===== src/design/hte_pkg.sv =====
// hte_pkg: shared types and constants for the table-driven Huffman encoder.
// No dependencies; every other design file but hte_ram refers to it by scoped names.

package hte_pkg;

    // default build values for the top-level parameters
    localparam int MAX_CODE_LEN_DFLT = 32;
    localparam int SYMBOLS_DFLT      = 256;

    // fixed field widths of the channels
    localparam int CMD_W  = 2;
    localparam int SYM_W  = 8;
    localparam int CODE_W = 32;
    localparam int LEN_W  = 6;
    localparam int BYTE_W = 8;
    localparam int PAD_W  = 3;

    // input command codes
    typedef enum logic [CMD_W-1:0] {
        CMD_LOAD   = 2'd0,
        CMD_ENCODE = 2'd1,
        CMD_FINISH = 2'd2
    } t_cmd;

    // controller states
    typedef enum logic [2:0] {
        ST_IDLE,
        ST_ALIGN,
        ST_MERGE,
        ST_EMIT,
        ST_FINISH
    } t_state;

    // controller to datapath commands
    typedef struct packed {
        logic load_wr;   // write a table entry from the input transaction
        logic enc_rd;    // start a table read for an encode
        logic align;     // left-align the looked-up code
        logic merge;     // append the code to the bit window
        logic shift;     // a byte left the window
        logic clear;     // stream finished, empty the window
        logic fin_sel;   // result payload is the final byte
    } t_dp_ctl;

    // datapath status back to the controller
    typedef struct packed {
        logic ge8;       // at least one full byte pending
        logic lt16;      // the pending full byte is the last one
    } t_dp_sts;

endpackage


===== src/design/hte_ctrl.sv =====
// hte_ctrl: sequencing state machine of the Huffman encoder.
// Depends on hte_pkg (state, command codes, control/status structs).

module hte_ctrl (
    input  logic                      i_clk,
    input  logic                      i_rst_n,
    input  logic                      i_in_valid,
    input  logic [hte_pkg::CMD_W-1:0] i_in_cmd,
    output logic                      o_in_ready,
    output logic                      o_out_valid,
    input  logic                      i_out_ready,
    output hte_pkg::t_dp_ctl          o_ctl,
    input  hte_pkg::t_dp_sts          i_sts
);

    hte_pkg::t_state r_state;
    hte_pkg::t_state n_state;
    logic            in_acc;
    logic            out_acc;

    assign in_acc  = i_in_valid && o_in_ready;
    assign out_acc = o_out_valid && i_out_ready;

    // state register
    always_ff @(posedge i_clk) begin
        if (!i_rst_n) begin
            r_state <= hte_pkg::ST_IDLE;
        end else begin
            r_state <= n_state;
        end
    end

    // next state
    always_comb begin
        n_state = r_state;
        case (r_state)
            hte_pkg::ST_IDLE: begin
                if (in_acc) begin
                    case (i_in_cmd)
                        hte_pkg::CMD_ENCODE: n_state = hte_pkg::ST_ALIGN;
                        hte_pkg::CMD_FINISH: n_state = hte_pkg::ST_FINISH;
                        default:             n_state = hte_pkg::ST_IDLE;
                    endcase
                end
            end
            hte_pkg::ST_ALIGN: n_state = hte_pkg::ST_MERGE;
            hte_pkg::ST_MERGE: n_state = hte_pkg::ST_EMIT;
            hte_pkg::ST_EMIT: begin
                if (!i_sts.ge8) begin
                    n_state = hte_pkg::ST_IDLE;
                end else if (out_acc && i_sts.lt16) begin
                    n_state = hte_pkg::ST_IDLE;
                end
            end
            hte_pkg::ST_FINISH: begin
                if (out_acc) begin
                    n_state = hte_pkg::ST_IDLE;
                end
            end
            default: n_state = hte_pkg::ST_IDLE;
        endcase
    end

    // outputs
    always_comb begin
        o_in_ready  = 1'b0;
        o_out_valid = 1'b0;
        o_ctl       = '0;
        case (r_state)
            hte_pkg::ST_IDLE: begin
                o_in_ready    = 1'b1;
                o_ctl.load_wr = in_acc && (i_in_cmd == hte_pkg::CMD_LOAD);
                o_ctl.enc_rd  = in_acc && (i_in_cmd == hte_pkg::CMD_ENCODE);
            end
            hte_pkg::ST_ALIGN: o_ctl.align = 1'b1;
            hte_pkg::ST_MERGE: o_ctl.merge = 1'b1;
            hte_pkg::ST_EMIT: begin
                o_out_valid = i_sts.ge8;
                o_ctl.shift = out_acc;
            end
            hte_pkg::ST_FINISH: begin
                o_out_valid   = 1'b1;
                o_ctl.fin_sel = 1'b1;
                o_ctl.clear   = out_acc;
            end
            default: begin
                o_in_ready = 1'b0;
            end
        endcase
    end

endmodule


===== config.mk =====
export PLATFORM = sky130hd
export DESIGN_NAME = hte_ctrl
export DESIGN_NICKNAME = d
export VERILOG_FILES = /design/src/design/hte_pkg.sv /design/src/design/hte_ctrl.sv
export SDC_FILE = /design/constraint.sdc
export NUM_CORES = 1
export LEC_CHECK = 0
export CORE_AREA = 2 2 39 41
export CTS_BUF_LIST = sky130_fd_sc_hd__clkbuf_8
export DETAILED_ROUTE_END_ITERATION = 12
export DIE_AREA = 0 0 41 43
export DONT_BUFFER_PORTS = 1
export PLACE_DENSITY_LB_ADDON = 0.1
export SLEW_MARGIN = 20
export SYNTH_ARGS = -nofsm -noshare
export SYNTH_HDL_FRONTEND = slang
export SYNTH_SLANG_ARGS = --single-unit
export TNS_END_PERCENT = 1

===== constraint.sdc =====
create_clock -name i_clk -period 1.3 [get_ports i_clk]
set_input_delay 0.13 -clock i_clk [delete_from_list [all_inputs] [get_ports i_clk]]
set_output_delay 0.13 -clock i_clk [all_outputs]
set_load 0.01 [all_outputs]

# Yosys cells after proc, flatten, opt, wreduce, memory -nomap -nowiden
# Cells that the tools add are included.
# op_classes
n_eq_ne,9
mux,13
reduce_logical,8
# op_table
op,count
one-hot mux 3 bit (5 select lines),1
two-way mux 3 bit,4
"== test 3 x 2 -> 1 bit, second input constant",2
one-hot mux 3 bit (2 select lines),1
logical AND 1 bit,5
two-way mux 1 bit,4
two-way mux 2 bit,2
"inequality test 2 bit, second input constant",2
"== test 3 x 1 -> 1 bit, second input constant",1
"== test 3 bit, second input constant",1
zero test 3 bit,1
"inequality test 3 bit, second input constant",1
AND reduction 3 bit,1
"== test 2 x 1 -> 1 bit, second input constant",1
"== test 2 bit, second input constant",1
zero test 2 bit,1
one-hot mux 1 bit (2 select lines),1
# word_totals
reg_bits,3
inputBits,8
out_inout_bits,9
elab_cells,31

# Longest topological paths before layout
# depth
ltp_word,7
depth_mapped,5
depth_no_buf,4

# Worst setup path before layout
# Ideal clock, no wire load.
# synth_timing
kind,flip-flop to output port
start,register r_state[2]
end,output port o_ctl[5] (netlist name)
t_arrival_ns,1.140
t_required_ns,1.170
path_slack_ns,0.030
path_stages_with_launch,4
path_cell_list,dfxtp_1 > buf_4 > nor3_1 > and3_1
# synth_lines
item,line,source
from (decl),hte_ctrl.sv:16,hte_pkg::t_state r_state;
from (signal assigned),hte_ctrl.sv:27,r_state <= hte_pkg::ST_IDLE;
from (signal assigned),hte_ctrl.sv:29,r_state <= n_state;
to (decl),hte_ctrl.sv:12,"output hte_pkg::t_dp_ctl o_ctl,"

==> metrics.yaml <==
cts_tree: "built"
peakVddDrop_mv: 0.422
path_max_fanout: 6
port_buffers: 0
rsz0062_at_grt: "true"
rr_endpoint: "r_state[0]$_SDFFE_PN0P_"
cts_buffer_depth: 2
multiInputGateArea_sq_um: 221
r2r_cells: 4
drv_cap: 0
area_growth_pct: 51.8
dp_hpwl_um: 585
register_area_sq_um: 66.3
synth_area_sq_um: 278
track_usage_pct: 10.2
via_per_inst: 4.85
avgSynthCellArea_sq_um: 7.94
worst_pin_slew_ps: 388
largest_register: "r_state"
rr_startpoint: "r_state[0]$_SDFFE_PN0P_"
layout_setup_ws_ps: 7.86
core_area_sq_um: 1380
seq_area_frac_synth_pct: 21.6
cp-end-kind: "primary output"
grt_max_degree: 10
n_antenna_cell: 0
ys.warnings.count: 0
ios: 17
top_regs: "r_state: 3 flops"
finalCritPeriodShare_pct: 99.4
grt_pass1_vias: 274
initial_core_util_pct: 20.1
gr-total-overflow: 0
final_max_slew_viol_count: 0
dieArea_sq_um: 1760
ys_types: 22
clock_sinks: 3
hp-class: "input port to flip-flop"
num_rows: 14
nFillCells: 158
startpoint_type: "flip-flop"
firstDrtPassIters: 4
finalHoldViolCount: 0
syn-num-nets: 43
p_per_area_nw_per_um2: 1280
root_buffer: "clkbuf_8"
wire_per_inst_um: 12.7
relSlewSlack_pct: 74.1
max_freq_mhz: 774
critPathArrivalTime_ps: 1160
cts_inserted_buffers: 3
ff2ff_setup_slack_ps: 60
crit_start: "r_state[1]$_SDFFE_PN0P_"
num_vias: 286
largest_reg_flops: 3
drc: 0
setup.worst_path.end: "o_ctl[5]"
postCtsHoldBufs: 0
clkLatencyLatePin_ps: 210
whs_ps: 60.2
pre_cts_ws_ps: 26.1
nets: 52
drive_gt1_share_pct: 48.8
layout_commonest_cell: "nand2_1"
place_inst: 54
cts_htree_levels: 1
die_y_um: 43
critPathKind: "flip-flop to primary output"
drtIter0Drc: 8
clk_pin_slew_ps: 30
p_leak_uw: 0.000182
synthCells: 35
ys_seq_elements: 3
fin_cells: 59
fin_crit_ps: 1290
fin_skew_ps: 0.0225
cp.required_ps: 1170
mostFrequentLayoutCells: "4 x nand2_1, 3 x clkbuf_8, 3 x buf_4"
ant_nets: 0
grt_antenna_before_repair: 0
routed_wl_um: 748
place_congestion: 0.663
grt_pass1_wl_um: 1150
die_w_um: 41
setup_violations: 0
status: "complete, no violations"
-- routing by layer --
| metal | vias to the layer above | wire, um | GRT usage, % |
|---|---|---|---|
| li1 | 138 | - | - |
| met1 | 135 | 305 | 10.6 |
| met2 | 13 | 390 | 13.4 |
| met3 | 0 | 53 | 4.19 |
| met4 | 0 | 0 | 12.0 |
| met5 | - | 0 | 0 |
-- power breakdown --
part           internal (uW)  total, uW  switching [uW]  leakage (uW)
registers                103        119            16.0     0.0000261
logic                   90.2        162            71.3      0.000129
clock network            201        261            60.0     0.0000269
total                    394        542             147      0.000182
-- layout make-up --
class / count / area share (%)
Clock inverter: 1 / 0.890
Multi-Input combinational cell: 29 / 52.5
Sequential cell: 3 / 15.7
Timing Repair Buffer: 6 / 15.4
Tap cell: 16 / 4.75
Inverter: 1 / 0.890
Clock buffer: 3 / 9.79
-- worst max-delay path: stages (launching register included) --
cell and delay (ps):
dfxtp_4 350, buf_6 120, nor3_4 150, buf_6 130, and3_4 190
-- synthesized netlist by cell type (all sizes together) --
cell	n	area, sq um
and2b	1	8.76
buf	2	18.8
nand4b	2	17.5
nor3	1	5.00
a21oi	3	22.5
a21o	1	7.51
dfxtp	3	60.1
o211ai	1	7.51
nor4b	1	8.76
nor2	3	11.3
or3	1	11.3
nor3b	1	7.51
nand2	5	18.8
and3	2	12.5
nor2b	1	6.26
and2	3	20.0
and4b	1	10.0
inv	1	3.75
mux2i	2	20.0
-- worst min path at each step --
stage             from                 endpoint  slack [ps]  cells after the start
5_1_grt        i_rst_n  r_state[1]$_SDFFE_PN0P_          80                      1
6_report       i_rst_n  r_state[2]$_SDFFE_PN0P_          60                      2
3_3_place_gp   i_rst_n  r_state[2]$_SDFFE_PN0P_         280                      2
2_1_floorplan  i_rst_n  r_state[0]$_SDFFE_PN0P_         280                      2
3_5_place_dp   i_rst_n  r_state[2]$_SDFFE_PN0P_         290                      2
4_1_cts        i_rst_n  r_state[2]$_SDFFE_PN0P_          70                      2
-- metrics by stage --
stage / total power [uW] / TNS, ps / util [%] / area (sq um)
2_1_floorplan: 206 / 0 / - / 278
3_3_place_gp: 250 / 0 / 23.8 / 329
3_5_place_dp: 250 / 0 / 23.8 / 329
4_1_cts: 520 / -42.2 / 27.8 / 384
5_1_grt: 569 / -107 / 30.5 / 422
6_report: 542 / 0 / 30.5 / 422
-- cell families (layout without fill, tap and decap cells) --
kind of cell    count (synthesis)  after routing  synth area share [%]
compound gates                  5              5                  13.5
flops                           3              3                  21.6
mux                             2              2                  7.21
simple gates                   22             22                  49.6
buf+inv                         3             11                  8.11
-- timing repair --
action / 4_1_cts / 5_1_grt
gates resized for setup: 4 / 8
buffers inserted: 0 / 1
setup endpoints to repair: 3 / 5
pin swaps: 0 / 3
No activity file was read; power rests on OpenSTA's default activity.
